## src/design/drd_pkg.sv

```systemverilog
// ----------------------------------------------------------------------------
// drd_pkg
// Shared types and constants of the detection row decode unit: register
// indexes and reset values, the queued row record and the result record.
// ----------------------------------------------------------------------------
package drd_pkg;

   // Row layout: four box values, then objectness, then the class scores.
   localparam int BOX_VALUES = 4;
   localparam int HEAD_LEN   = 5;

   // Reciprocal scale is unsigned Q8.16; it is multiplied in two halves.
   localparam int SCALE_W     = 24;
   localparam int SCALE_SPLIT = 12;
   localparam int SCALE_FRAC  = 16;

   // Configuration port.
   localparam int CSR_ADDR_W = 3;
   localparam int CSR_DATA_W = 24;

   localparam logic [CSR_ADDR_W-1:0] CSR_CLASS_COUNT     = 3'd0;
   localparam logic [CSR_ADDR_W-1:0] CSR_SCORE_THRESHOLD = 3'd1;
   localparam logic [CSR_ADDR_W-1:0] CSR_PAD_LEFT        = 3'd2;
   localparam logic [CSR_ADDR_W-1:0] CSR_PAD_TOP         = 3'd3;
   localparam logic [CSR_ADDR_W-1:0] CSR_INV_SCALE       = 3'd4;

   localparam logic [7:0]         RST_CLASS_COUNT     = 8'd80;
   localparam logic [16:0]        RST_SCORE_THRESHOLD = 17'd16384;
   localparam logic [11:0]        RST_PAD             = 12'd0;
   localparam logic [SCALE_W-1:0] RST_INV_SCALE       = 24'd65536;

   // Queue between the row front end and the box arithmetic.
   localparam int QUEUE_DEPTH = 4;
   localparam int QPTR_W      = $clog2(QUEUE_DEPTH);

   // One accepted row, as handed from the front end to the back end.
   typedef struct packed {
      logic signed [31:0] obj;
      logic [6:0]         cls;
      logic signed [31:0] h;
      logic signed [31:0] w;
      logic signed [31:0] y;
      logic signed [31:0] x;
   } box_rec_type;

   // Geometry registers used by the back end.
   typedef struct packed {
      logic [11:0]        pad_left;
      logic [11:0]        pad_top;
      logic [SCALE_W-1:0] inv_scale;
   } geom_cfg_type;

   // One decoded detection, in the bit order of the result beat.
   typedef struct packed {
      logic signed [31:0] objectness;
      logic [6:0]         class_index;
      logic signed [15:0] box_height;
      logic signed [15:0] box_width;
      logic signed [15:0] box_top;
      logic signed [15:0] box_left;
   } det_rec_type;

endpackage

```

## src/design/drd_front.sv

```systemverilog
// ----------------------------------------------------------------------------
// drd_front
// Row front end: counts the position in the row, keeps the box values, the
// objectness and the running best class, and queues rows that pass the
// score threshold.
// ----------------------------------------------------------------------------
module drd_front import drd_pkg::*; #(
   parameter int CLASS_LIMIT = 128
) (
   input  logic         clock,
   input  logic         reset,
   input  logic         req_tvalid,
   output logic         req_tready,
   input  logic [31:0]  req_tdata,
   input  logic [7:0]   class_count,
   input  logic [16:0]  score_threshold,
   input  logic         q_full,
   output logic         q_push,
   output box_rec_type  q_push_data
);

   localparam int POS_W = $clog2(CLASS_LIMIT + HEAD_LEN);

   logic [POS_W-1:0]   pos_ff, pos_in;
   logic [POS_W-1:0]   best_cls_ff, best_cls_in;
   logic signed [31:0] best_ff, best_in;
   logic signed [31:0] obj_ff;
   logic signed [31:0] box_ff [BOX_VALUES];

   logic [7:0]         n_cls;
   logic [POS_W-1:0]   last_pos;
   logic [POS_W-1:0]   cls_pos;
   logic [POS_W+6:0]   cls_wide;
   logic signed [31:0] v;
   logic signed [32:0] thr_s;
   logic               at_last, accept, in_box, is_obj, in_scores, is_first;
   logic               take_best, pass;

   // Class count of zero acts as one; counts above the maximum are clamped.
   always_comb begin
      n_cls = (class_count == 8'd0) ? 8'd1 : class_count;
      if (n_cls > 8'(CLASS_LIMIT)) begin
         n_cls = 8'(CLASS_LIMIT);
      end
      last_pos = POS_W'(n_cls) + POS_W'(HEAD_LEN - 1);
   end

   assign v          = req_tdata;
   assign at_last    = (pos_ff >= last_pos);
   // Only the row-ending beat needs room in the queue.
   assign req_tready = !(at_last && q_full);
   assign accept     = req_tvalid && req_tready;

   assign in_box    = (pos_ff < POS_W'(BOX_VALUES));
   assign is_obj    = (pos_ff == POS_W'(BOX_VALUES));
   assign in_scores = (pos_ff >= POS_W'(HEAD_LEN));
   assign is_first  = (pos_ff == POS_W'(HEAD_LEN));
   assign cls_pos   = pos_ff - POS_W'(HEAD_LEN);

   assign take_best   = in_scores && (is_first || (v > best_ff));
   assign best_in     = take_best ? v : best_ff;
   assign best_cls_in = take_best ? cls_pos : best_cls_ff;
   assign pos_in      = at_last ? '0 : pos_ff + POS_W'(1);

   assign thr_s = signed'({16'd0, score_threshold});
   assign pass  = (signed'({obj_ff[31], obj_ff}) >= thr_s) &&
                  (signed'({best_in[31], best_in}) > thr_s);

   assign cls_wide = {7'd0, best_cls_in};

   assign q_push           = accept && at_last && pass;
   assign q_push_data.x    = box_ff[0];
   assign q_push_data.y    = box_ff[1];
   assign q_push_data.w    = box_ff[2];
   assign q_push_data.h    = box_ff[3];
   assign q_push_data.obj  = obj_ff;
   assign q_push_data.cls  = cls_wide[6:0];

   always_ff @(posedge clock) begin
      if (reset) begin
         pos_ff      <= '0;
         best_cls_ff <= '0;
      end else if (accept) begin
         pos_ff      <= pos_in;
         best_cls_ff <= best_cls_in;
      end
   end

   always_ff @(posedge clock) begin
      if (accept) begin
         if (in_box) begin
            box_ff[pos_ff[1:0]] <= v;
         end
         if (is_obj) begin
            obj_ff <= v;
         end
         best_ff <= best_in;
      end
   end

endmodule

```

## config.mk

```make
export PLATFORM = sky130hd
export DESIGN_NAME = drd_front
export DESIGN_NICKNAME = d
export VERILOG_FILES = /design/src/design/drd_pkg.sv /design/src/design/drd_front.sv
export SDC_FILE = /design/constraint.sdc
export NUM_CORES = 1
export LEC_CHECK = 0
export BUFFER_PORTS_ARGS = -buffer_cell sky130_fd_sc_hd__buf_4
export CORE_MARGIN = 1.5
export CORE_UTILIZATION = 35
export CTS_CLUSTER_DIAMETER = 150
export DETAILED_ROUTE_END_ITERATION = 10
export PLACE_DENSITY = 0.64
export SYNTH_ARGS = -nofsm -noshare
export SYNTH_HDL_FRONTEND = slang
export SYNTH_SLANG_ARGS = --single-unit
```

## constraint.sdc

```tcl
create_clock -name clock -period 7.1 [get_ports clock]
set_input_delay 0.71 -clock clock [delete_from_list [all_inputs] [get_ports clock]]
set_output_delay 0.71 -clock clock [all_outputs]
set_load 0.02 [all_outputs]
```

# After elaboration in Yosys (flattened, before gate mapping)
# Memory sizes are Yosys's and may differ from the RTL's.
# Index checks and enable logic that the tools add are counted.
[totals]
out_inout_bits = 169
ramBits = 128
wordCells = 35
regBits = 79
inputBits = 61
memories = 1
[memory_table]
columns = ["name", "depth", "width", "rd", "rd_ports_with_merged_regs", "wr", "line_no", "text"]
rows = [
  ["box_ff", 4, 32, 4, 0, 1, "drd_front.sv:28", "logic signed [31:0] box_ff [BOX_VALUES];"],
]
[op_classes]
eq_ne = 2
n_reduce_logical = 10
muxes = 8
n_addsub = 3
n_lt_le_gt_ge = 7
[ops]
columns = ["cell", "n"]
rows = [
  [">= comparator 32 x 18 -> 1 bit", 1],
  ["> comparator 32 x 18 -> 1 bit", 1],
  ["> comparator 32 bit", 1],
  ["2-to-1 mux 32 bit", 1],
  ["2-to-1 mux 8 bit", 3],
  ["equality test 8 x 3 -> 1 bit, second input constant", 2],
  ["adder 8 x 1 -> 8 bit, second input constant", 1],
  ["adder 8 x 3 -> 8 bit, second input constant", 1],
  [">= comparator 8 x 3 -> 1 bit, second input constant", 1],
  [">= comparator 8 bit", 1],
  ["> comparator 8 bit, second input constant", 1],
  ["zero test 8 bit", 1],
  ["< comparator 8 x 3 -> 1 bit, second input constant", 1],
  ["2-to-1 mux 7 bit", 1],
  ["subtractor 7 x 3 -> 7 bit, second input constant", 1],
  ["logical AND 1 bit", 6],
  ["2-to-1 mux 1 bit", 3],
  ["AND reduction 2 bit", 1],
  ["zero test 1 bit", 1],
  ["logical OR 1 bit", 1],
]

# Longest topological paths before layout
[depth]
word_depth = 11
depth_mapped = 20
mapped_depth_nobuf = 19

# Least setup slack after synthesis
# No wires, ideal clock.
[synth_timing]
path_kind = "input to output"
from = "input req_tdata[19]"
to = "output q_push"
cell_stages = 19
slack_ns = 2.092
path_buffers = 1
arrival_ns = 4.298
t_required_ns = 6.390
cell_sequence = "ha_1 -> a21oi_2 -> o21ai_1 -> a211oi_2 -> o21ai_1 -> or3b_4 -> o221a_4 -> nor2_8 -> buf_12 -> mux2_4 -> ha_1 -> a21o_1 -> a21o_1 -> a211oi_1 -> o21ai_0 -> a21oi_1 -> o2111ai_1 -> o211ai_1 -> a21oi_1"
[synth_between]
elab_chain_len = 7
[synth_lines]
columns = ["element", "line_no", "text"]
rows = [
  ["from (decl)", "drd_front.sv:14", "input logic [31:0] req_tdata,"],
  ["> comparator 32 bit", "drd_front.sv:60", "assign take_best = in_scores && (is_first || (v > best_ff));"],
  ["logical OR 1 bit", "drd_front.sv:60", ""],
  ["logical AND 1 bit", "drd_front.sv:60", ""],
  ["2-to-1 mux 32 bit", "drd_front.sv:61", "assign best_in = take_best ? v : best_ff;"],
  ["via best_in[9]", "drd_front.sv:26", "logic signed [31:0] best_ff, best_in;"],
  ["> comparator 32 x 18 -> 1 bit", "drd_front.sv:67", "(signed'({best_in[31], best_in}) > thr_s);"],
  ["logical AND 1 bit", "drd_front.sv:66", "assign pass = (signed'({obj_ff[31], obj_ff}) >= thr_s) &&"],
  ["logical AND 1 bit", "drd_front.sv:71", "assign q_push = accept && at_last && pass;"],
  ["to (decl)", "drd_front.sv:18", "output logic q_push,"],
]
# The timed path passes the listed nets, and every way through them passes these cells.

# Final worst setup path
[layout_timing]
from = "register best_ff[17]"
to = "output q_push"
[layout_between]
elab_chain_len = 7
[layout_lines]
columns = ["element", "line_no", "text"]
rows = [
  ["from (decl)", "drd_front.sv:26", ""],
  ["from (signal assigned)", "drd_front.sv:97", "best_ff <= best_in;"],
  ["> comparator 32 bit", "drd_front.sv:60", ""],
  ["logical OR 1 bit", "drd_front.sv:60", ""],
  ["logical AND 1 bit", "drd_front.sv:60", ""],
  ["2-to-1 mux 32 bit", "drd_front.sv:61", ""],
  ["via best_in[16]", "drd_front.sv:26", ""],
  ["> comparator 32 x 18 -> 1 bit", "drd_front.sv:67", ""],
  ["logical AND 1 bit", "drd_front.sv:66", ""],
  ["logical AND 1 bit", "drd_front.sv:71", ""],
]
# The timed path passes the listed nets, and every way through them passes these cells.

==> results.toml <==
[status]
outcome = "complete, no violations"

[grt]
grt_pass1_wl_um = 33840
grt_pass1_vias = 5927
antenna_found_initial = 0
overflow = 0
grt_max_degree = 33
track_usage = 0.1552

[worst_setup_path]
path_class = "reg -> out"
path_max_fanout = 22
worst_r2r_endpoint = "box_ff[1][13]"
r2r_cells = 10
slowest_delay_ns = 0.43
cpMaxStageDelayCell = "edfxtp_1"
crit_chain = "inv_1 > ha_1 > a21oi_1 > o21ai_1 > a211oi_2 > o21ai_1 > or3b_4 > o221a_4 > nor2_8 > mux2_4 > ha_1 > a2111oi_0 > o31a_1 > o21ai_0 > a21oi_1 > o2111ai_1 > o211ai_1 > a21oi_1 > buf_4"
endpoint_kind = "primary output"
arrival_ns = 5.21
rr_startpoint = "pos_ff[0]"
r2r_slack_ns = 3.22
worstPathRequired_ns = 6.39
critPathLaunchType = "flop"
path_common_cell = "a21oi_1"

[floorplan]
initial_utilization = 0.3594
core_um2 = 26210
num_rows = 59
io-pin-count = 230
die_h_um = 167.0
fp.dieArea_um2 = 27900
die_w_um = 167.0

[layout]
antenna_cells = 0
area_growth_pct = 30.06
drive_gt1_frac = 0.3595
final_nets = 1016
multi_input_area_um2 = 3048
final_cells = 1228
fillCellCount = 2322
seq_area_um2 = 6066

[drt]
drc = 0
viasPerCell = 4.830
wl_um = 22210
drt_iter0_drc = 358
routedWlPerCell_um = 18.08
first_pass_iters = 5
antenna_left = 0
num_vias = 5931

[cts]
cts.sinks = 207
clock_latency_ns = 0.51
cts_resized = 0
postCtsHoldBufs = 0
cts_buffers = 23
htree_levels = 1
cts_tree = "built"
clk_pin_slew_ns = 0.07
cts_setup_buffers = 0
clockRootBuffer = "clkbuf_16"
clk_path_buf_depth = 3

[timing]
timing.final.ws_setup_ns = 1.178
setup_viol = 0
rsz0062_at_grt = "no"
tightest_slew_ns = 1.017
min_period_over_period = 0.8341
finalHoldViolCount = 0
final.setup_skew_ns = 0.01885
drv_slew = 0
fin_tns_setup_ns = 0
period_needed_ns = 5.922
relSlewSlack = 0.3202
max_freq_ghz = 0.1689

[logic_synthesis]
synth.most_common_cell = "edfxtp_1"
synth_mux_area_frac = 0.06323
synthCells = 627
synth_fp_nets = 767
yosys-top-cells-count = "edfxtp_1, ha_1, inv_1"
async_flop_share = 0
synth_warnings = 0
yosysTopAreaCell = "edfxtp_1"
synth_compound_area_frac = 0.06549
avgSynthCellArea_um2 = 15.02
synth_fa_ha_area_frac = 0.1049
synth_seq_cells = 207
synth-xor-area-share = 0.01209
yosysSeqAreaShare = 0.6440
synth-main-ff-cell = "edfxtp_1"
synth.cell_area_um2 = 9419
synth-simple-area-share = 0.07651
yosysTopAreaCellShare = 0.6121
synth_edf_count = 192
synth_cell_types = 54
ys_top_cells_by_area = "edfxtp_1, ha_1, mux2_4, dfxtp_1, inv_1"
synth_top_family_by_area = "adder cells"

[hold_path]
hold-path-endpoint = "pos_ff[1]"
holdCritPathClass = "in -> reg"
min-delay-start = "reset"
whs_path_depth = 2

[placement]
dp_cells = 1186
numPortBuffers = 229
place_hpwl_um = 15940
dp_slack_ns = 1.243
gp_congestion = 0.7765

[pwr]
power.density_nw_per_um2 = 234.5
ir_drop_mv = 0.1273
p_leak_uw = 0.005188

[flow_run]
cap_violations = 0
[cells by family after synthesis]
kind of cell | after synthesis
XOR/XNOR | 13
adder cells (fa/ha/maj) | 79
AND/OR/NAND/NOR | 133
flip-flops | 207
buffers and inverters | 67
AO/OA/AOI/OAI | 87
multiplexers | 41
[state kept, by name (all words and copies together) (netlist names)]
name	cells
pos_ff	8
obj_ff	32
box_ff	128
best_cls_ff	7
best_ff	32
[cell usage in the layout, fill, tap and decap left out, types with 5 or more instances in the layout]
| master | count |
|---|---|
| xnor2_1 | 5 |
| nand2_1 | 22 |
| edfxtp_1 | 192 |
| nand3_1 | 12 |
| buf_4 | 231 |
| or3_1 | 5 |
| o21ai_0 | 15 |
| a21oi_1 | 26 |
| nor4_1 | 12 |
| xor2_1 | 8 |
| nand4_1 | 20 |
| nor2b_1 | 9 |
| o21a_1 | 5 |
| inv_1 | 60 |
| a21o_1 | 5 |
| dfxtp_1 | 15 |
| ha_1 | 79 |
| mux2_4 | 37 |
| nor3_1 | 7 |
| clkbuf_16 | 23 |
| nor2_1 | 25 |
[stage by stage]
step / hold slack, ns / power, µW / area [µm²] / util
6_report: 0.4124 / 2873 / 12250 / 0.4675
5_1_grt: 0.4147 / 2973 / 12250 / 0.4675
4_1_cts: 0.3967 / 2899 / 12250 / 0.4675
3_5_place_dp: 0.4564 / 1702 / 11490 / 0.4385
3_3_place_gp: 0.4428 / 1698 / 11490 / 0.4385
2_1_floorplan: 0.4343 / 1573 / 9419 / -
[per-layer routing]
layer,vias to the layer above,part of all wire,track usage
li1,2893,-,-
met1,2835,0.45,0.2079
met2,175,0.47,0.2583
met3,28,0.066,0.03208
met4,0,0.016,0.03636
met5,-,0,0
[how the worst max path moves through the flow]
| stage | endpoint | start |
|---|---|---|
| after floorplan | q_push | req_tdata[19] |
| after global placement | q_push | req_tdata[5] |
| after detailed placement | q_push | req_tdata[5] |
| after CTS | q_push | best_ff[5] |
| after global routing | q_push | best_ff[7] |
| final | q_push | best_ff[17] |
[area by class of cell]
type	instances	share of cell area
Inverter	60	0.01838
Clock buffer	27	0.04821
Multi-Input combinational cell	353	0.2488
Clock inverter	15	0.01369
Sequential cell	207	0.4951
Tap cell	335	0.03422
Timing Repair Buffer	231	0.1416
[worst max-delay path: cells and delay by family, from the launching register on]
kind,cells,cell delay (ns)
AO/OA/AOI/OAI,12,2.27
adder cells (fa/ha/maj),2,0.55
buffers and inverters,2,0.27
flip-flops,1,0.43
multiplexers,1,0.35
AND/OR/NAND/NOR,2,0.84
[power by group]
group          switching [µW]  internal (µW)  leakage, µW
Clock                     490            711     0.000365
Sequential               15.9           1380      0.00190
Combinational             161            116      0.00293
Total                     666           2210      0.00519
(Power assumes the default switching activity.)
