--- config.mk ---
export PLATFORM = sky130hd
export DESIGN_NAME = drd_queue
export DESIGN_NICKNAME = d
export VERILOG_FILES = /design/src/design/drd_pkg.sv /design/src/design/drd_queue.sv
export SDC_FILE = /design/constraint.sdc
export NUM_CORES = 1
export LEC_CHECK = 0
export BUFFER_PORTS_ARGS = -buffer_cell sky130_fd_sc_hd__buf_2
export CAP_MARGIN = 20
export CORE_MARGIN = 2
export CORE_UTILIZATION = 40
export DETAILED_ROUTE_END_ITERATION = 8
export PLACE_DENSITY = 0.66
export SYNTH_ARGS = -nofsm -noshare
export SYNTH_HDL_FRONTEND = slang
export SYNTH_SLANG_ARGS = --single-unit
--- constraint.sdc ---
create_clock -name clock -period 6.9 [get_ports clock]
set_input_delay 1.035 -clock clock [delete_from_list [all_inputs] [get_ports clock]]
set_output_delay 1.035 -clock clock [all_outputs]
set_load 0.05 [all_outputs]
--- src/design/drd_pkg.sv ---
// ----------------------------------------------------------------------------
// drd_pkg
// Shared types and constants of the detection row decode unit: register
// indexes and reset values, the queued row record and the result record.
// ----------------------------------------------------------------------------
package drd_pkg;

   // Row layout: four box values, then objectness, then the class scores.
   localparam int BOX_VALUES = 4;
   localparam int HEAD_LEN   = 5;

   // Reciprocal scale is unsigned Q8.16; it is multiplied in two halves.
   localparam int SCALE_W     = 24;
   localparam int SCALE_SPLIT = 12;
   localparam int SCALE_FRAC  = 16;

   // Configuration port.
   localparam int CSR_ADDR_W = 3;
   localparam int CSR_DATA_W = 24;

   localparam logic [CSR_ADDR_W-1:0] CSR_CLASS_COUNT     = 3'd0;
   localparam logic [CSR_ADDR_W-1:0] CSR_SCORE_THRESHOLD = 3'd1;
   localparam logic [CSR_ADDR_W-1:0] CSR_PAD_LEFT        = 3'd2;
   localparam logic [CSR_ADDR_W-1:0] CSR_PAD_TOP         = 3'd3;
   localparam logic [CSR_ADDR_W-1:0] CSR_INV_SCALE       = 3'd4;

   localparam logic [7:0]         RST_CLASS_COUNT     = 8'd80;
   localparam logic [16:0]        RST_SCORE_THRESHOLD = 17'd16384;
   localparam logic [11:0]        RST_PAD             = 12'd0;
   localparam logic [SCALE_W-1:0] RST_INV_SCALE       = 24'd65536;

   // Queue between the row front end and the box arithmetic.
   localparam int QUEUE_DEPTH = 4;
   localparam int QPTR_W      = $clog2(QUEUE_DEPTH);

   // One accepted row, as handed from the front end to the back end.
   typedef struct packed {
      logic signed [31:0] obj;
      logic [6:0]         cls;
      logic signed [31:0] h;
      logic signed [31:0] w;
      logic signed [31:0] y;
      logic signed [31:0] x;
   } box_rec_type;

   // Geometry registers used by the back end.
   typedef struct packed {
      logic [11:0]        pad_left;
      logic [11:0]        pad_top;
      logic [SCALE_W-1:0] inv_scale;
   } geom_cfg_type;

   // One decoded detection, in the bit order of the result beat.
   typedef struct packed {
      logic signed [31:0] objectness;
      logic [6:0]         class_index;
      logic signed [15:0] box_height;
      logic signed [15:0] box_width;
      logic signed [15:0] box_top;
      logic signed [15:0] box_left;
   } det_rec_type;

endpackage

--- src/design/drd_queue.sv ---
// ----------------------------------------------------------------------------
// drd_queue
// Short first-in first-out queue of accepted rows between the front end
// and the box arithmetic.
// ----------------------------------------------------------------------------
module drd_queue import drd_pkg::*; (
   input  logic        clock,
   input  logic        reset,
   input  logic        push,
   input  box_rec_type push_data,
   input  logic        pop,
   output logic        full,
   output logic        valid,
   output box_rec_type pop_data
);

   box_rec_type       mem_ff [QUEUE_DEPTH];
   logic [QPTR_W-1:0] wr_ff, rd_ff;
   logic [QPTR_W:0]   cnt_ff, cnt_in;
   logic              do_push, do_pop;

   assign full     = (cnt_ff == (QPTR_W + 1)'(QUEUE_DEPTH));
   assign valid    = (cnt_ff != '0);
   assign pop_data = mem_ff[rd_ff];
   assign do_push  = push && !full;
   assign do_pop   = pop && valid;

   always_comb begin
      cnt_in = cnt_ff;
      if (do_push && !do_pop) begin
         cnt_in = cnt_ff + (QPTR_W + 1)'(1);
      end else if (do_pop && !do_push) begin
         cnt_in = cnt_ff - (QPTR_W + 1)'(1);
      end
   end

   always_ff @(posedge clock) begin
      if (reset) begin
         wr_ff  <= '0;
         rd_ff  <= '0;
         cnt_ff <= '0;
      end else begin
         cnt_ff <= cnt_in;
         if (do_push) begin
            wr_ff <= wr_ff + QPTR_W'(1);
         end
         if (do_pop) begin
            rd_ff <= rd_ff + QPTR_W'(1);
         end
      end
   end

   always_ff @(posedge clock) begin
      if (do_push) begin
         mem_ff[wr_ff] <= push_data;
      end
   end

endmodule

## Yosys cells after proc, flatten, opt, wreduce, memory -nomap -nowiden

Memories as Yosys holds them, arrays and structs flattened. A register that Yosys moved wholly into a read port is not among the register bits.
Cells that the tools add are included.

- Memories: 1
- Output and inout bits: 169
- Flip-flop bits (word level): 7
- Memory bits (writable): 668
- Word-level logic and storage cells: 24
- Input port bits: 171

- Muxes and demuxes: 6
- Equal/unequal tests: 1
- Add/sub/neg operators: 4
- Reduce and logical (&&, ||, !) cells: 9

Memories:

| memory | words | width | read ports | clocked after Yosys merged registers in | wr ports | RTL line | source |
|---|---|---|---|---|---|---|---|
| mem_ff | 4 | 167 | 1 | 1 | 1 | drd_queue.sv:17 | `box_rec_type mem_ff [QUEUE_DEPTH];` |

Operator list:

| operator | count |
|---|---|
| $mux 3 | 2 |
| $add 2x1->2 const B | 2 |
| $logic_and 1x1->1 | 4 |
| $mux 2 | 2 |
| $add 3x1->3 const B | 1 |
| $eq 3x3->1 const B | 1 |
| $logic_not 1->1 | 3 |
| $reduce_bool 3->1 | 1 |
| $sub 3x1->3 const B | 1 |
| $mux 1 | 2 |
| $reduce_bool 2->1 | 1 |

## Depth between registers and ports, before layout

Gate-level depths: netlist of run 1.

- Word-level depth: 7
- Mapped depth: 8

## Worst setup path after synthesis of run 1

Ideal clock, no wire load.

- Kind: in2reg
- From: in push
- To: mem mem_ff[0][0] (netlist name) (enable)
- Cell stages on the path: 3
- Data arrival time: 5.188 ns
- Setup slack: 1.165 ns
- Path buffers: 0
- Library setup time: 0.547 ns
- Cell sequence: inv_1 > nor2_1 > and2_1

- Word-level cells in the longest chain between the ends: 3

Ends and longest elaborated chain:

| item | RTL line | source |
|---|---|---|
| start, declared | drd_queue.sv:9 | `input logic push,` |
| $logic_and 1x1->1 | drd_queue.sv:25 | `assign do_push = push && !full;` |
| via do_push | drd_queue.sv:20 | `logic do_push, do_pop;` |
| $mux 1 | drd_queue.sv:54 | `if (do_push) begin` |
| $mux 1 (not written as such) | drd_queue.sv:55 | `mem_ff[wr_ff] <= push_data;` |
| end, declared | drd_queue.sv:17 |  |

The timed path passes the listed nets, and every way through them passes these cells.

==> impl_metrics.ini, run 1 <==
[yosys]
postSynthCellCount = 921
synth-compound-area-share_pct = 0.147
ys_warn_count = 0
number_of_synthesized_register_bits = 677
synth_sequential_area_ratio_pct = 82.2
post_synth_instance_area_mm2 = 0.0246
synth_simple_gate_area_share_pct = 0.351
synth_xor_xnor_area_share_pct = 0.142
dominant_combinational_cell_family_by_area_after_synthesis = multiplexers
ys_types = 22
synth.mux.area_fraction_pct = 15.4
postSynthAreaPerCell_um2 = 26.7
post_synth_fa_ha_maj_area_fraction_pct = 0.336
postSynthNetCount = 1098

[cts]
clock_insertion_delay_worst_skew_ns = 0.59
hold_buffers = 0
post_cts_resized = 0
path_clk_slew_ns = 0.06
max-clock-path-buffers = 3
cts_sinks = 677
clock-root-buffer = clkbuf_16
ctsHtreeMaxLevel = 3
cts.repair_timing.setup_buffer_count = 0
cts-buffers-inserted = 71
cts_tree = yes

[critical_path]
critPathKind = register to primary output
reg2reg_to = mem_ff[3][141]$_DFFE_PP_
worst_setup_end_kind = primary output
cp.arrival_ns = 2.73
r2r_slack_ns = 4.19
worst_path_required_time_ns = 5.86
timing.critical_path.from_type = register
cp_max_fo = 58
ff2ff_path_depth = 4
r2r-start = cnt_ff[0]$_SDFFE_PP0P_

[cells_and_area]
final_common_cell = edfxtp_1
final_cell_mix = edfxtp_1 (668), buf_2 (339), mux4_2 (167), clkbuf_16 (73), clkinv_1 (19)
finish.utilization_pct = 48.6
post_layout_nonfiller_instances = 2148
fraction_of_final_layout_cells_sized_beyond_drive_strength_1_pct = 45.9
layout.cell_area.non_filler_mm2 = 0.0294
finish.net_count = 1483
area_delta_synth_final_pct = 19.6

[sta]
timing.final.crit_share_pct = 54.6
hold_ws_ns = 0.532
max_freq_mhz = 265
max-slew-margin-rel_pct = 37.8
worst_slew_pin_slew_ns = 0.933
finalSetupViolCount = 0
final_hold_violations = 0
grt_setup_unrepaired = no
tns_ns = 0
skew_ns = 0.0117
finalMaxSlewViolations = 0
final.min_clock_period_ns = 3.77

[global_routing]
antenna_found_initial = 9
vias_in_the_first_global_route = 11656
globalRouteTotalUtil_pct = 14.7
globalRouteOverflowTotal = 0
grt_max_degree = 87
global_route_wire_length_before_repair_um = 70200

[floorplan]
initial_core_util_pct = 40.6
floorplan.die_area_mm2 = 0.0635
die_h_um = 252
num_io_pins = 340
horizontal_extent_of_the_die_um = 252
placement_rows = 90
core_region_area_mm2 = 0.0606

[placement]
gp_congestion = 0.736
placedInstanceArea_mm2 = 0.0271
dp_hpwl_um = 27200
place.port_buffers = 339
numPlacedInstances = 2015

[worst_hold_path]
hold_path_class = register to register
worstHoldEndpoint = wr_ff[0]$_SDFFE_PP0P_
min_delay_path_depth = 2
hold_start = wr_ff[0]$_SDFFE_PP0P_

[routing]
route.final.wire_length_um = 46500
overall_via_count_from_detail_route = 10860
ant_nets = 0
drt-pass1-iter-count = 4
drc_violations = 0
wire_per_inst_um = 21.7
drt_first_iter_violations = 592
post_drt_via_cell_ratio = 5.06

[flow_run]
drv_cap = 0

[power_and_ir_drop]
power_density_mw_per_mm2 = 426
worst_ir_drop_vdd_mv = 0.444
leakagePower_uw = 0.00975

[status]
outcome = finished, final reports clean
[metal layers]
layer	share of wire, %	GRT usage, %	routed length, µm
met1	40	18.1	18500
met2	51	24.4	23700
met3	6.2	4.70	2890
met4	2.9	5.44	1330
met5	0.17	0	78
[kinds of logic (layout without fill, tap and decap cells)]
logic type / Yosys count / after routing
multiplexers: 169 / 169
XOR/XNOR: 4 / 4
AO/OA/AOI/OAI: 6 / 6
buffers and inverters: 43 / 484
flip-flops: 677 / 677
AND/OR/NAND/NOR: 16 / 16
other: 0 / 4
adder cells (fa/ha/maj): 6 / 6
[through the flow]
step / total power, µW / setup WS, ns
final: 12500 / 3.13
after global routing: 13000 / 2.97
after CTS: 12700 / 3.06
after detailed placement: 9010 / 3.54
after global placement: 8980 / 3.53
after floorplan: 8240 / 1.16
[flip-flops by register name, indices dropped and copies added, names as in the netlist, named ones only]
name	count
rd_ff	2
cnt_ff	3
mem_ff	668
wr_ff	2
[final cells by class]
type                       count  area, µm²
tap                          782        978
timing repair buffer         351       1870
fill                        4906      31100
clock buffer                  84       1890
sequential                   677      20200
multi-input combinational    201       4030
clock inverter                45        393
inverter                       4       15.0
antenna                        4       10.0
[report_power, final]
group	internal, µW	switching, µW	total, µW
sequential	4940	114	5060
combinational	1120	2670	3790
clock	2190	1500	3690
total	8250	4280	12500
[synthesized netlist by cell type (all sizes together)]
cell,count,area (µm²)
mux4,167,3760
dfxtp,9,180
buf,34,317
clkbuf,5,18.8
nor3b,1,7.51
xor2,4,35.0
o21ai,2,10.0
nand2b,2,12.5
inv,4,15.0
fa,1,20.0
a21oi,2,10.0
nor2,6,22.5
o311ai,1,8.76
or3,3,18.8
mux2i,2,20.0
edfxtp,668,20100
ha,5,62.6
and2,4,25.0
o31ai,1,7.51
[worst max-delay path, stage by stage, from the launching register on]
cell and delay, ns:
dfxtp_4 0.62, buf_4 0.75, mux4_2 0.44, buf_2 0.23
[worst max path at each step]
stage	from	endpoint	slack, ns	depth (start not counted)
detailed placement	push	mem_ff[1][138]$_DFFE_PP_	3.54	5
finish	register	pop_data[131]	3.13	3
CTS	register	pop_data[120]	3.06	3
global placement	push	mem_ff[1][98]$_DFFE_PP_	3.53	5
global route	register	pop_data[91]	2.97	3
floorplan	push	mem_ff[0][0]$_DFFE_PP_	1.16	3
(Power assumes the default switching activity.)
==> inputs of run 2 (changes only) <==
Clock period 6.9 ns to 3.9 ns, I/O delays scaled along.
==> run 2 against run 1 <==
Against the previous run: combinational power rose by 79%; clock skew rose by 0.0061 ns; setup slack got worse by 2.3 ns; cell count rose by 1.1%; register-to-register slack got worse by 2.7 ns; routed wire length rose by 5.1%; non-clock buffer count rose by 19; sequential power rose by 77%; critical path depth did not move; via count rose by 2.1%; power rose by 77%; die area did not move.
==> impl_metrics.ini, run 2 (synthesis results as in run 1) <==
[status]
outcome = finished, final reports clean

[critical_path]
r2r_slack_ns = 1.46
cp_max_fo = 24
cell_type_group_with_the_largest_total_delay_on_the_critical_path = flip-flops
worst_path_required_time_ns = 3.31
worst_setup_end_kind = primary output
worst_path_largest_cell_delay_ns = 0.66
path_cells = buf_4 -> mux4_2 -> buf_2
cp.arrival_ns = 2.51
critPathSlowestCell = dfxtp_4
critPathKind = register to primary output
timing.critical_path.buf_inv = 2
timing.critical_path.from_type = register

[routing]
route.final.wire_length_um = 48900
drt_first_iter_violations = 671
wire_per_inst_um = 22.5
post_drt_via_cell_ratio = 5.11
drc_violations = 0
overall_via_count_from_detail_route = 11091
ant_nets = 0
drt-pass1-iter-count = 6

[sta]
max_freq_mhz = 323
tns_ns = 0
skew_ns = 0.0178
worst_slew_pin_slew_ns = 0.701
final.min_clock_period_ns = 3.09
max-slew-margin-rel_pct = 53.3
finalMaxSlewViolations = 0
grt_setup_unrepaired = no
timing.final.crit_share_pct = 79.3
final_hold_violations = 0
finalSetupViolCount = 0
hold_ws_ns = 0.196

[power_and_ir_drop]
power.clock.fraction_pct = 29.0
power.net_switching_uw = 7630
internal-power_uw = 14600
worst_ir_drop_vdd_mv = 0.543
switching_share_pct = 34.3
leakagePower_uw = 0.00983
design_power_total_uw = 22200
power.sequential.fraction_pct = 40.5
power_frac_comb_pct = 30.6
power_density_mw_per_mm2 = 750

[cts]
max-clock-path-buffers = 3
cts.repair_timing.setup_buffer_count = 0
ctsHtreeMaxLevel = 3
clock-root-buffer = clkbuf_16
cts_sinks = 677
hold_buffers = 0
post_cts_resized = 0
cts-buffers-inserted = 73
clock_insertion_delay_worst_skew_ns = 0.60
cts_tree = yes
path_clk_slew_ns = 0.06

[cells_and_area]
layout.cell_area.non_filler_mm2 = 0.0296
fraction_of_final_layout_cells_sized_beyond_drive_strength_1_pct = 46.2
largest_register_ff_count = 668
largest_register = mem_ff
final_common_cell = edfxtp_1
final_cell_mix = edfxtp_1 (668), buf_2 (339), mux4_2 (167), clkbuf_16 (74)
sequential_cell_area_mm2 = 0.0202
filler_cell_count = 4896
finish.net_count = 1504
multi_input_area_mm2 = 0.00403
area_delta_synth_final_pct = 20.3
biggestRegsByFlops = mem_ff (668), cnt_ff (3)

[global_routing]
global_route_wire_length_before_repair_um = 72100
globalRouteTotalUtil_pct = 15.3
vias_in_the_first_global_route = 11718
grt_max_degree = 88
antenna_found_initial = 10
globalRouteOverflowTotal = 0

[floorplan]
placement_rows = 90
die_h_um = 252
horizontal_extent_of_the_die_um = 252
core_region_area_mm2 = 0.0606
initial_core_util_pct = 40.6
num_io_pins = 340
floorplan.die_area_mm2 = 0.0635

[worst_hold_path]
hold_path_class = input port to register

[placement]
placedInstanceArea_mm2 = 0.0274
gp_congestion = 0.739
place.port_buffers = 339
dp_hpwl_um = 30100

[flow_run]
drv_cap = 0
-- run 2: changes by cell type in the layout (fill, tap and decap cells not counted), moves of 2 or more --
| cell | before | now |
|---|---|---|
| buf_12 | 7 | 12 |
| buf_4 | 5 | 19 |
| clkbuf_8 | 2 | 0 |
| clkinv_8 | 1 | 3 |
| clkinv_1 | 19 | 16 |
| diode_2 | 4 | 6 |
| bufinv_16 | 6 | 4 |
| clkinv_2 | 10 | 7 |
| clkbuf_1 | 9 | 19 |
-- run 2: per-stage QoR --
stage / utilization (%) / instances / worst slack, ns
2_1_floorplan: - / 921 / 0.192
3_3_place_gp: 45.1 / 2034 / 1.31
3_5_place_dp: 45.1 / 2034 / 1.25
4_1_cts: 48.9 / 2165 / 0.672
5_1_grt: 48.9 / 2167 / 0.619
6_report: 48.9 / 2171 / 0.809
-- run 2: path summary, 6_finish.rpt --
| kind | from | to | depth (start not counted) |
|---|---|---|---|
| setup reg to reg | cnt_ff[0]$_SDFFE_PP0P_ | mem_ff[1][120]$_DFFE_PP_ | 4 |
| hold / removal | push_data[107] | mem_ff[2][107]$_DFFE_PP_ | 1 |
| hold reg to reg | wr_ff[1]$_SDFFE_PP0P_ | wr_ff[1]$_SDFFE_PP0P_ | 2 |
| setup / recovery | register | pop_data[107] | 3 |
-- run 2: layout make-up --
class	count	area share, %
multi-input combinational	201	13.6
sequential	677	68.4
clock buffer	93	6.49
tap	782	3.30
timing repair buffer	370	7.02
antenna	6	0.0507
clock inverter	38	1.11
inverter	4	0.0507
-- run 2: per-layer routing --
metal | GRT usage (%) | share of wire [%] | vias up
met1 | 19.1 | 40 | 5827
met3 | 4.30 | 6.6 | 102
met4 | 5.77 | 2.6 | 14
met2 | 25.4 | 51 | 316
met5 | 0 | 0.20 | -
li1 | - | - | 4832
-- run 2: worst reg2reg max path, cell delays in order (launching register included) --
cell     delay [ns]
dfxtp_1        0.46
nor3b_1        0.13
nor2_1         0.37
and2_4         0.69
buf_4          0.45
-- run 2: power by group through the flow --
stage	clock [µW]	sequential, µW	combinational (µW)
2_1_floorplan	0	9040	5480
3_3_place_gp	0	9110	6890
3_5_place_dp	0	9150	6910
4_1_cts	6620	9010	6920
5_1_grt	6880	9050	7120
6_report	6430	8980	6790
==> inputs of run 3 (changes only) <==
Settings changed: PLACE_DENSITY 0.66 to 0.68.
Clock period 3.9 ns to 2.8 ns, I/O delays scaled along.
==> run 3 against run 2 <==
Against the previous run: routed wire length hardly changed; flip-flop and latch count stayed put; combinational power up 46%; hold slack worse by 0.15 ns; sequential share of layout area decreased by 1.9 points; clock-buffer cell count down 1; critical endpoint is now pop_data[93]; largest power group unchanged; highest routed layer unchanged.
==> impl_metrics.ini, run 3 (synthesis results as in run 1) <==
[critical_path]
path_cells = buf_12 -> buf_16 -> mux4_2 -> buf_2
timing.critical_path.from_type = register
r2r-start = cnt_ff[0]$_SDFFE_PP0P_
worst_setup_end_kind = primary output
cp.arrival_ns = 2.25
worst_path_required_time_ns = 2.38
worst_path_largest_cell_delay_ns = 0.54
critPathKind = register to primary output
cell_type_group_with_the_largest_total_delay_on_the_critical_path = buffers and inverters
critPathSlowestCell = mux4_2
timing.critical_path.buf_inv = 3
cp_max_fo = 23

[sta]
timing.final.crit_share_pct = 95.4
finalMaxSlewViolations = 0
max_freq_mhz = 374
final_hold_violations = 0
final_critical_path_setup_slack_ns = 0.128
worst_slew_pin_slew_ns = 0.484
skew_ns = 0.0202
grt_setup_unrepaired = yes
finalSetupViolCount = 0
max-slew-margin-rel_pct = 67.7
final.min_clock_period_ns = 2.67

[cells_and_area]
area_delta_synth_final_pct = 23.7
largest_register = mem_ff
layout.cell_area.non_filler_mm2 = 0.0305
biggestRegsByFlops = mem_ff (668), cnt_ff (3)
finish.utilization_pct = 50.3
largest_register_ff_count = 668
final_cell_mix = edfxtp_1 (668), buf_2 (339), mux4_2 (167), clkbuf_16 (73), dlygate4sd3_1 (58)
finish.net_count = 1587
fraction_of_final_layout_cells_sized_beyond_drive_strength_1_pct = 45.7
final_common_cell = edfxtp_1

[floorplan]
horizontal_extent_of_the_die_um = 252
placement_rows = 90
num_io_pins = 340
floorplan.die_area_mm2 = 0.0635
core_region_area_mm2 = 0.0606
die_h_um = 252
initial_core_util_pct = 40.6

[placement]
gp_congestion = 0.736
place.port_buffers = 339
dp_hpwl_um = 31300
place_worst_setup_slack_ns = 0.419
placedInstanceArea_mm2 = 0.0277

[routing]
ant_nets = 0
wire_per_inst_um = 21.8
route.final.wire_length_um = 48900
overall_via_count_from_detail_route = 11289
drc_violations = 0
drt-pass1-iter-count = 4
drt_first_iter_violations = 721
post_drt_via_cell_ratio = 5.03

[power_and_ir_drop]
power_density_mw_per_mm2 = 1010
worst_ir_drop_vdd_mv = 0.596
leakagePower_uw = 0.0102

[cts]
ctsHtreeMaxLevel = 3
max-clock-path-buffers = 3
clock_insertion_delay_worst_skew_ns = 0.59
cts_tree = yes
cts-buffers-inserted = 70
cts_sinks = 677
path_clk_slew_ns = 0.06
clock-root-buffer = clkbuf_16

[global_routing]
globalRouteTotalUtil_pct = 15.5
global_route_wire_length_before_repair_um = 73500
grt_max_degree = 68
vias_in_the_first_global_route = 12203
globalRouteOverflowTotal = 0
antenna_found_initial = 8

[status]
outcome = finished, final reports clean

[flow_run]
drv_cap = 0

[worst_hold_path]
hold_path_class = input port to register
hold_start = push_data[109]
-- run 3: cell count changes in the layout (fill, tap and decap cells not counted), sizes merged --
cell | previous run | this run
clkinvlp | 4 | 6
diode | 6 | 2
bufinv | 4 | 0
dlygate4sd3 | 0 | 58
clkbuf | 93 | 92
clkinv | 27 | 23
buf | 370 | 398
-- run 3: stage by stage --
step                      TNS (ns)  power (µW)  hold slack (ns)  std cells
final                            0       30800           0.0467       2246
after global routing       -0.0109       32000           0.0118       2245
after CTS                        0       31300         0.000219       2244
after detailed placement         0       22600            0.511       2061
after global placement           0       22500            0.490       2061
after floorplan            -433.84       20200            0.482        921
-- run 3: worst paths after layout --
check	endpoint	slack, ns	cells past startpoint
hold / removal	mem_ff[1][109]$_DFFE_PP_	0.05	1
setup / recovery	pop_data[93]	0.13	4
hold reg to reg	wr_ff[1]$_SDFFE_PP0P_	0.51	2
setup reg to reg	cnt_ff[2]$_SDFFE_PP0P_	0.45	8
-- run 3: layer usage --
| metal | vias to the layer above | global-route usage (%) | part of all wire, % |
|---|---|---|---|
| met2 | 292 | 25.8 | 51 |
| met3 | 71 | 5.21 | 7.7 |
| met5 | - | 0 | 0.12 |
| met4 | 10 | 4.75 | 1.8 |
| li1 | 4978 | - | - |
| met1 | 5938 | 19.2 | 39 |
-- run 3: worst register-to-register path, delay by kind of cell (launching register included) --
family / cells / cell delay [ns]
compound gates: 1 / 0.15
xor+xnor: 1 / 0.16
fa+ha+maj: 2 / 0.65
buf+inv: 1 / 0.08
simple gates: 3 / 0.78
flops: 1 / 0.45
-- run 3: what timing repair did --
action	CTS	global route
resized for setup	0	1
setup buffers	1	0
setup endpoints to repair	50	10
gates cloned	0	0
hold buffers	58	0
endpoints found under the hold margin	206	0
-- run 3: final cells by class --
| type | instances | area (µm²) |
|---|---|---|
| Inverter | 4 | 15.0 |
| Antenna cell | 2 | 5.00 |
| Timing Repair Buffer | 456 | 3070 |
| Clock inverter | 32 | 200 |
| Fill cell | 4816 | 30100 |
| Clock buffer | 92 | 1910 |
| Tap cell | 782 | 978 |
| Sequential cell | 677 | 20200 |
| Multi-Input combinational cell | 201 | 4040 |
-- run 3: power breakdown --
part | switching (µW) | internal [µW] | total [µW]
Combinational | 6750 | 3150 | 9890
Sequential | 242 | 12200 | 12400
Clock | 3660 | 4820 | 8490
